[src/design/ast_pkg.sv]
package ast_pkg;

  localparam int unsigned CfgDataW = 34;
  localparam int unsigned CfgIdxW  = 2;
  localparam int unsigned SqW      = 32;

  localparam logic [33:0]        QuietLevelSqRst = 34'd167772;
  localparam logic [33:0]        ShakeLevelSqRst = 34'd2055209;
  localparam logic [3:0]         ConfirmHitsRst  = 4'd2;
  localparam logic [15:0]        CooldownMsRst   = 16'd900;
  localparam logic signed [15:0] PrevXRst        = 16'sd0;
  localparam logic signed [15:0] PrevYRst        = 16'sd0;
  localparam logic signed [15:0] PrevZRst        = 16'sd4096;

  typedef enum logic [CfgIdxW-1:0] {
    CFG_QUIET_LEVEL_SQ = 2'd0,
    CFG_SHAKE_LEVEL_SQ = 2'd1,
    CFG_CONFIRM_HITS   = 2'd2,
    CFG_COOLDOWN_MS    = 2'd3
  } cfg_idx_e;

  typedef struct packed {
    logic               read_ok;
    logic signed [15:0] accel_x;
    logic signed [15:0] accel_y;
    logic signed [15:0] accel_z;
    logic [31:0]        time_ms;
  } in_t;

  typedef struct packed {
    logic        shake_seen;
    logic        roll_trigger;
    logic        armed_now;
    logic [33:0] change_sq;
  } out_t;

  typedef struct packed {
    logic [33:0] quiet_level_sq;
    logic [33:0] shake_level_sq;
    logic [3:0]  confirm_hits;
    logic [15:0] cooldown_ms;
  } cfg_t;

  // control and side data of the squaring stage
  typedef struct packed {
    logic        valid;
    logic        read_ok;
    logic [31:0] time_ms;
  } stage_t;

endpackage

[src/design/ast_lane.sv]
module ast_lane
  import ast_pkg::*;
(
  input  logic               clk_i,
  input  logic               en_i,
  input  logic signed [15:0] cur_i,
  input  logic signed [15:0] prev_i,
  output logic [SqW-1:0]     sq_o
);

  logic signed [16:0] diff;
  logic [15:0]        mag;
  logic [SqW-1:0]     sq_d, sq_q;

  always_comb begin
    diff = 17'(cur_i) - 17'(prev_i);
    mag  = diff[16] ? 16'(-diff) : diff[15:0];
    sq_d = SqW'(mag) * SqW'(mag);
  end

  always_ff @(posedge clk_i) begin
    if (en_i) begin
      sq_q <= sq_d;
    end
  end

  assign sq_o = sq_q;

endmodule

[src/design/ast_merge.sv]
module ast_merge
  import ast_pkg::*;
(
  input  logic           clk_i,
  input  logic           rst_ni,
  input  cfg_t           cfg_i,
  input  stage_t         stage_i,
  input  logic           en_i,
  input  logic [SqW-1:0] sq_x_i,
  input  logic [SqW-1:0] sq_y_i,
  input  logic [SqW-1:0] sq_z_i,
  output logic           out_valid_o,
  output out_t           out_data_o
);

  logic        armed_q, armed_d;
  logic [3:0]  hit_q, hit_d;
  logic [31:0] last_roll_q, last_roll_d;
  logic        rolled_q, rolled_d;
  logic        out_valid_q;
  out_t        out_q, out_d;
  logic [33:0] change;
  logic [3:0]  hit_inc;
  logic [31:0] dt;
  logic        shake, roll;

  always_comb begin
    armed_d     = armed_q;
    hit_d       = hit_q;
    last_roll_d = last_roll_q;
    rolled_d    = rolled_q;
    shake       = 1'b0;
    roll        = 1'b0;
    change      = 34'd0;
    hit_inc     = hit_q;
    dt          = stage_i.time_ms - last_roll_q;

    if (!stage_i.read_ok) begin
      hit_d = 4'd0;
    end else begin
      change = 34'(sq_x_i) + 34'(sq_y_i) + 34'(sq_z_i);
      // quiet test wins over the shake test
      priority if (change < cfg_i.quiet_level_sq) begin
        armed_d = 1'b1;
        hit_d   = 4'd0;
      end else if (armed_q && change >= cfg_i.shake_level_sq) begin
        if (hit_q < cfg_i.confirm_hits) begin
          hit_inc = hit_q + 4'd1;
        end
        hit_d = hit_inc;
        if (hit_inc >= cfg_i.confirm_hits) begin
          armed_d = 1'b0;
          hit_d   = 4'd0;
          shake   = 1'b1;
        end
      end else begin
        // between the levels or disarmed: state holds
      end
    end

    if (shake && (!rolled_q || dt >= 32'(cfg_i.cooldown_ms))) begin
      roll        = 1'b1;
      last_roll_d = stage_i.time_ms;
      rolled_d    = 1'b1;
    end

    out_d.shake_seen   = shake;
    out_d.roll_trigger = roll;
    out_d.armed_now    = armed_d;
    out_d.change_sq    = change;
  end

  always_ff @(posedge clk_i or negedge rst_ni) begin
    if (!rst_ni) begin
      armed_q     <= 1'b1;
      hit_q       <= 4'd0;
      last_roll_q <= 32'd0;
      rolled_q    <= 1'b0;
      out_valid_q <= 1'b0;
    end else if (en_i) begin
      out_valid_q <= stage_i.valid;
      if (stage_i.valid) begin
        armed_q     <= armed_d;
        hit_q       <= hit_d;
        last_roll_q <= last_roll_d;
        rolled_q    <= rolled_d;
      end
    end
  end

  always_ff @(posedge clk_i) begin
    if (en_i) begin
      out_q <= out_d;
    end
  end

  assign out_valid_o = out_valid_q;
  assign out_data_o  = out_q;

endmodule

[src/design/accel_shake_trigger.sv]
// channel | dir | handshake             | payload
// in      | in  | in_valid_i/in_stall_o | in_data_i  (in_t)
// out     | out | out_valid_o/out_stall_i| out_data_o (out_t)
// cfg     | in  | cfg_we_i              | cfg_idx_i, cfg_data_i
//
// one sample per cycle sustained while the output is not stalled; a result
// passes first through the three squaring lanes, then the merge stage.
// reset restores the register defaults and the detector state (armed,
// previous sample at one g on z); no clearing pass.
// a stalled output holds its result; the squaring stage keeps filling, so
// the input stalls only when both stages are occupied.
module accel_shake_trigger
  import ast_pkg::*;
(
  input  logic                clk_i,
  input  logic                rst_ni,
  input  logic                in_valid_i,
  output logic                in_stall_o,
  input  in_t                 in_data_i,
  output logic                out_valid_o,
  input  logic                out_stall_i,
  output out_t                out_data_o,
  input  logic                cfg_we_i,
  input  logic [CfgIdxW-1:0]  cfg_idx_i,
  input  logic [CfgDataW-1:0] cfg_data_i
);

  cfg_t               cfg_q;
  logic signed [15:0] prev_x_q, prev_y_q, prev_z_q;
  stage_t             stage_q;
  logic               en_out, en_s1, in_xfer;
  logic [SqW-1:0]     sq_x, sq_y, sq_z;

  assign en_out     = !out_valid_o || !out_stall_i;
  assign en_s1      = !stage_q.valid || en_out;
  assign in_stall_o = !en_s1;
  assign in_xfer    = in_valid_i && en_s1;

  always_ff @(posedge clk_i or negedge rst_ni) begin
    if (!rst_ni) begin
      cfg_q.quiet_level_sq <= QuietLevelSqRst;
      cfg_q.shake_level_sq <= ShakeLevelSqRst;
      cfg_q.confirm_hits   <= ConfirmHitsRst;
      cfg_q.cooldown_ms    <= CooldownMsRst;
    end else if (cfg_we_i) begin
      unique case (cfg_idx_e'(cfg_idx_i))
        CFG_QUIET_LEVEL_SQ: cfg_q.quiet_level_sq <= cfg_data_i[33:0];
        CFG_SHAKE_LEVEL_SQ: cfg_q.shake_level_sq <= cfg_data_i[33:0];
        CFG_CONFIRM_HITS:   cfg_q.confirm_hits   <= cfg_data_i[3:0];
        CFG_COOLDOWN_MS:    cfg_q.cooldown_ms    <= cfg_data_i[15:0];
        default: ;
      endcase
    end
  end

  // previous sample depends only on the input, so it advances at a read_ok transfer
  always_ff @(posedge clk_i or negedge rst_ni) begin
    if (!rst_ni) begin
      prev_x_q <= PrevXRst;
      prev_y_q <= PrevYRst;
      prev_z_q <= PrevZRst;
    end else if (in_xfer && in_data_i.read_ok) begin
      prev_x_q <= in_data_i.accel_x;
      prev_y_q <= in_data_i.accel_y;
      prev_z_q <= in_data_i.accel_z;
    end
  end

  always_ff @(posedge clk_i or negedge rst_ni) begin
    if (!rst_ni) begin
      stage_q <= '0;
    end else if (en_s1) begin
      stage_q.valid   <= in_valid_i;
      stage_q.read_ok <= in_data_i.read_ok;
      stage_q.time_ms <= in_data_i.time_ms;
    end
  end

  ast_lane u_lane_x (
    .clk_i  (clk_i),
    .en_i   (en_s1),
    .cur_i  (in_data_i.accel_x),
    .prev_i (prev_x_q),
    .sq_o   (sq_x)
  );

  ast_lane u_lane_y (
    .clk_i  (clk_i),
    .en_i   (en_s1),
    .cur_i  (in_data_i.accel_y),
    .prev_i (prev_y_q),
    .sq_o   (sq_y)
  );

  ast_lane u_lane_z (
    .clk_i  (clk_i),
    .en_i   (en_s1),
    .cur_i  (in_data_i.accel_z),
    .prev_i (prev_z_q),
    .sq_o   (sq_z)
  );

  ast_merge u_merge (
    .clk_i       (clk_i),
    .rst_ni      (rst_ni),
    .cfg_i       (cfg_q),
    .stage_i     (stage_q),
    .en_i        (en_out),
    .sq_x_i      (sq_x),
    .sq_y_i      (sq_y),
    .sq_z_i      (sq_z),
    .out_valid_o (out_valid_o),
    .out_data_o  (out_data_o)
  );

endmodule

[config.mk]
export PLATFORM = sky130hd
export DESIGN_NAME = accel_shake_trigger
export DESIGN_NICKNAME = d
export VERILOG_FILES = /design/src/design/ast_pkg.sv /design/src/design/ast_lane.sv /design/src/design/ast_merge.sv /design/src/design/accel_shake_trigger.sv
export SDC_FILE = /design/constraint.sdc
export NUM_CORES = 2
export LEC_CHECK = 0
export ABC_AREA = 1
export BUFFER_PORTS_ARGS = -buffer_cell sky130_fd_sc_hd__buf_2
export CORE_MARGIN = 2
export CORE_UTILIZATION = 40
export DETAILED_ROUTE_END_ITERATION = 12
export GPL_TIMING_DRIVEN = 0
export PLACE_DENSITY = 0.53
export SLEW_MARGIN = 10
export SYNTH_ARGS = -nofsm -noshare
export SYNTH_HDL_FRONTEND = slang
export SYNTH_SLANG_ARGS = --single-unit
[constraint.sdc]
create_clock -name clk_i -period 22.7 [get_ports clk_i]
set_input_delay 4.54 -clock clk_i [delete_from_list [all_inputs] [get_ports clk_i]]
set_output_delay 4.54 -clock clk_i [all_outputs]
set_load 0.1 [all_outputs]
; Word level (Yosys, flattened, before mapping)
; Cells that the tools add are included.
[word_totals]
register_bits = 342
input_bits = 122
out_inout_bits = 39
[op_classes]
add_sub_neg = 10
multipliers = 3
n_lt_le_gt_ge = 5
n_eq_ne = 4
n_mux = 20
reduce_logical = 20
[op_table]
columns = op, n
row1 = 16-bit by 16-bit multiplier with 32-bit output, 3
row2 = 16-bit by 16-bit subtractor with 17-bit output, 3
row3 = 16-bit two-way mux, 3
row4 = 16-bit negation, 3
row5 = 34-bit by 32-bit adder with 34-bit output, 1
row6 = 34-bit >= comparator, 1
row7 = 34-bit less-than comparator, 1
row8 = 32-bit by 32-bit adder with 33-bit output, 1
row9 = 32-bit by 16-bit >= comparator with 1-bit output, 1
row10 = 4-bit two-way mux, 8
row11 = 32-bit subtractor, 1
row12 = 2-bit AND reduction, 5
row13 = 1-bit two-way mux, 9
row14 = 3-bit AND reduction, 2
row15 = 1-bit zero test, 5
row16 = 4-bit by 1-bit adder with 4-bit output (second input constant), 1
row17 = 2-bit == test (second input constant), 2
row18 = 4-bit >= comparator, 1
row19 = 1-bit logical AND, 4
row20 = 4-bit less-than comparator, 1
row21 = 1-bit logical OR, 3
row22 = 3-bit by 1-bit != test with 1-bit output (second input constant), 1
row23 = 2-bit by 1-bit == test with 1-bit output (second input constant), 1
row24 = 2-bit zero test, 1

; Depth between registers and ports, before layout
[logic_depth]
depth_word = 14
mapped_depth = 44
ltp_nobuf = 44

; Hierarchy
; Synthesis repeated with hierarchy kept, for this count alone.
[hier_totals]
cells_unflattened = 5829
area_unflattened_um2 = 46467.1
[by_module_without_submodules]
columns = mod, n_inst, cells_each, area_each_um2, seq_area_each_um2
row1 = ast_merge, 1, 1517, 10328.7, 2088.3
row2 = ast_lane (u_lane_z), 1, 1226, 9928.3, 930.9
row3 = ast_lane (u_lane_x), 1, 1200, 9898.2, 930.9
row4 = ast_lane (u_lane_y), 1, 1206, 9808.2, 930.9
row5 = accel_shake_trigger, 1, 680, 6503.7, 4289.1

; Worst setup path before layout
; Ideal clock, no wire load.
[synth_timing]
path_kind = input port to flip-flop
from = input port in_data_i[32] in the netlist's numbering
to = register u_lane_z.sq_q[28], in the netlist u_lane_z.sq_o[28] (data pin)
t_arrival_ns = 11.420
setup_slack_ns = 11.027
stages = 39
path_buffers = 2
path_cell_list = inv_1 -> ha_1 -> fa_1 -> nand3b_1 -> nand2_2 -> nand2_2 -> nand2_2 -> nand3_1 -> nand2_1 -> a21oi_2 -> nand2_1 -> nand2_2 -> buf_4 -> nand3_1 -> nand2_2 -> buf_2 -> inv_2 -> nand2_1 -> [... 3 more ...] -> fa_1 -> fa_1 -> fa_1 -> inv_1 -> fa_1 -> inv_1 -> ha_1 -> a21oi_1 -> inv_1 -> a31oi_1 -> a21boi_0 -> o21ai_1 -> nand2_1 -> o21ai_1 -> nand3_1 -> nand3_1 -> nand2_1 -> nand2_1
[synth_between]
elab_chain_len = 4
[synth_lines]
columns = element, line_no
row1 = from (decl), accel_shake_trigger.sv:19  ; input in_t in_data_i,
row2 = 16-bit by 16-bit subtractor with 17-bit output (*), ast_lane.sv:16  ; diff = 17'(cur_i) - 17'(prev_i);
row3 = 16-bit negation, ast_lane.sv:17  ; mag = diff[16] ? 16'(-diff) : diff[15:0];
row4 = 16-bit two-way mux (*), ast_lane.sv:17
row5 = 16-bit by 16-bit multiplier with 32-bit output (*), ast_lane.sv:18  ; sq_d = SqW'(mag) * SqW'(mag);
row6 = net u_lane_z.sq_d[28], ast_lane.sv:13  ; logic [SqW-1:0] sq_d, sq_q;
row7 = to (signal assigned), ast_lane.sv:23  ; sq_q <= sq_d;
row8 = to (decl), ast_lane.sv:13
; Mark *: on every way through the listed nets, which the timed path passes. The rest lies on a longest branch.
; A chain may end at the register's enable or synchronous reset.

; Worst setup path in the final report
; Ends and elaborated chain as after synthesis.

==> impl_results.md <==
- Net count after synthesis: about 6900
- Share of cells above drive strength 1: 8.35%
- CTS tree: built
- Fillers: 11501
- Vias in the first global route: 37100
- Post-synthesis cell type count: 60
- Max clock buf depth: 3
- Post-CTS Hold Buffers: 0
- Mapped Area: 45400 µm²
- Hold Crit Depth: 2
- DRT Pass-1 Iters: 6
- Post_cts resized: 0
- Complex-gate fraction of the synthesized area: 8.33%
- Critical path class: input port to flip-flop
- CP max stage delay: 560 ps
- Worst setup EP type: flip-flop
- Worst skew pair latency: ~650 ps
- First DRT Iteration DRCs: about 2000
- Post-Synth Adder-Cell Area: 36.2%
- Die Height: 341 µm
- Post-DRT Antenna Nets: 0
- Setup TNS: 0 ps
- Final-report setup violation count: 0
- Tightest Pin Transition: 1130 ps
- Reg2reg setup slack: 13900 ps
- Remaining DRCs: 0
- FP Rows: 123
- Met2 track utilization from global routing: between 30% and 40%
- GP Congestion: 0.888
- First-pass GRT wire length: 195000 µm
- PortBufs: 160
- RSZ-0062 raised after global routing: no
- XOR/XNOR Fraction of Synth Area: 3.98%
- R2R Path Start: prev_z_q[0]
- I/O pin cnt: 161
- Outcome: complete, no violations
- Post-Synthesis Cells: 5713
- Layout area overhead: 9.44%
- Slowest CP cell: fa_1
- Synth Register Bits: approximately 340
- Worst EP required: 23080 ps
- Vias per cell: 4.83
- Root buf cell: clkbuf_16
- Met3 usage: 2.60%
- Fin Clk Skew: between 50 and 60 ps
- All-Layer GR Usage: 21.0%
- Die area: 116000 µm²
- Yosys top cell by area: fa_1
- Post-synthesis mux area share: less than 1%
- Hold Crit Endpoint: u_merge.out_valid_o
- Crit start category: input port
- Period utilization: 54.8%
- Avg Cell Area, Syn: 7.95 µm²
- Commonest non-fill, non-tap cell in the layout: inv_1
- Synth top area share: roughly 22%
- Remaining Overflow, GRT: 0
- Clock sink total: 339
- Reg-to-reg endpoint: u_lane_z.sq_o[28]
- Placed inst area: ~48000 µm²
- Fin. max-slew vios: 0
- Register area share after synthesis: 20.2%
- Hold Startpoint: stage_q[33]
- Nets@finish: between 7000 and 8000
- Peak Freq: 80.4 MHz
- Post-CTS Setup Repair Bufs: 0
- Critical Path Fanout Max: 10
- # Max-Cap Violations: 0
- DR WL/cell: 16.0 µm
- Final Instance Area: 49700 µm²
- Initial antenna violation count: 6
- Core area: 112000 µm²
- Met1 Usage GRT: 29.6%
- Initial core utilization: between 40% and 50%
- Clock transition at path regs: 60 ps
- Vias: 36065
- Worst endpoint data arrival time: 12810 ps
- DP HPWL: 101000 µm
- Worst hold path type: flip-flop to flip-flop
- R2R cell count: 37
- Slew HR: 24.6%
- Final hold violation count: 0
- Largest net degree at the start of global routing: 99
- # H-tree levels: 2
- Top cells by area, synth: fa_1 22%, ha_1 14%, inv_1 10%
- Final wirelength: 119000 µm
- Combinational family with the most area after synthesis: adder cells
- YS warnings: 0
- Post-synthesis simple-gate area fraction: 19.2%
- Die width: 341 µm
- Total CTS buffers: 45
- Fin crit period: 12430 ps
- GRT busiest layer: met2
- Most frequent cells in the layout: 1253 x inv_1, 1107 x nand2_1, 524 x ha_1
[stage by stage]
step | worst slack, ps | utilization, % | cells | hold slack [ps]
after detailed placement | 9670 | 42.8 | 7377 | 448
after global placement | 9710 | 42.7 | 7373 | 449
after global routing | 9720 | 44.2 | 7461 | 490
final | 10270 | 44.2 | 7462 | 458
after CTS | 10330 | 44.2 | 7461 | 460
after floorplan | 11030 | - | 5713 | 427
[logic make-up after synthesis]
family | Yosys count
multiplexers | 2
adder cells (fa/ha/maj) | 1018
buffers and inverters | 1410
flip-flops | 339
XOR/XNOR | 194
AND/OR/NAND/NOR | 2059
AO/OA/AOI/OAI | 691
[cell type report]
type / instances / area [µm²] / share of cell area, %
plain buffers: 94 / 498 / 1.00
flip-flops and latches: 339 / 9170 / 18.5
diodes: 1 / 2.50 / 0.00504
clock inverters: 33 / 338 / 0.680
multi-input cells: 3964 / 30800 / 62.0
repair buffers: 164 / 913 / 1.84
well taps: 1500 / 1880 / 3.78
clock buffers: 51 / 1150 / 2.31
inverters: 1316 / 4950 / 9.96
[how the worst max path moves through the flow]
stage                              endpoint     startpoint  cells past startpoint
final                     u_lane_z.sq_o[28]  in_data_i[32]                     39
after global routing      u_lane_z.sq_o[28]  in_data_i[32]                     39
after CTS                 u_lane_z.sq_o[28]  in_data_i[32]                     39
after detailed placement  u_lane_z.sq_o[28]  in_data_i[32]                     39
after global placement    u_lane_z.sq_o[28]  in_data_i[32]                     39
after floorplan           u_lane_z.sq_o[28]  in_data_i[32]                     39
[cell usage after synthesis, drive strengths merged]
cell,instances
nor4,16
o31ai,2
a31o,4
nor3,33
nand3b,17
or3,1
dfrtp,180
o221ai,4
o2111ai,3
xor2,129
nor2,554
a21boi,11
ha,524
a31oi,16
o21ai,245
buf,43
a41oi,1
a21oi,335
fa,494
clkinv,1
a21o,20
o221a,1
mux2,2
nand3,185
nand2,1152
xnor2,65
o211ai,16
a211oi,3
inv,1315
o21bai,19
dfstp,29
nand4,80
edfxtp,130
clkbuf,51
or2,8
o21a,11
and2,13
[per-layer routing]
metal	routed length (µm)	share of wire [%]	vias to the layer above
li1	-	-	18171
met3	5380	4.5	160
met1	57000	48	17035
met2	53600	45	693
met5	41	0.034	-
met4	3000	2.5	6
[critical path: cells and delay by family]
family	cells	cell delay, ps
xor gates and xnor gates	1	490
adders and majority gates	9	4100
and+or+nand+nor	15	1510
AOI/OAI and AO/OA	6	1260
buffers and inverters	8	880
[flip-flops by register name, summed over array words and instances (netlist names)]
register             count
cfg_q                   88
prev_x_q                16
prev_y_q                16
prev_z_q                16
stage_q                 34
u_lane_x.sq_o           31
u_lane_y.sq_o           31
u_lane_z.sq_o           31
u_merge.armed_q          1
u_merge.hit_q            4
u_merge.last_roll_q     32
u_merge.out_data_o      37
u_merge.out_valid_o      1
u_merge.rolled_q         1
Power is not shown: default switching activity piles up to over one toggle a cycle in this logic, so the estimate is an artifact.
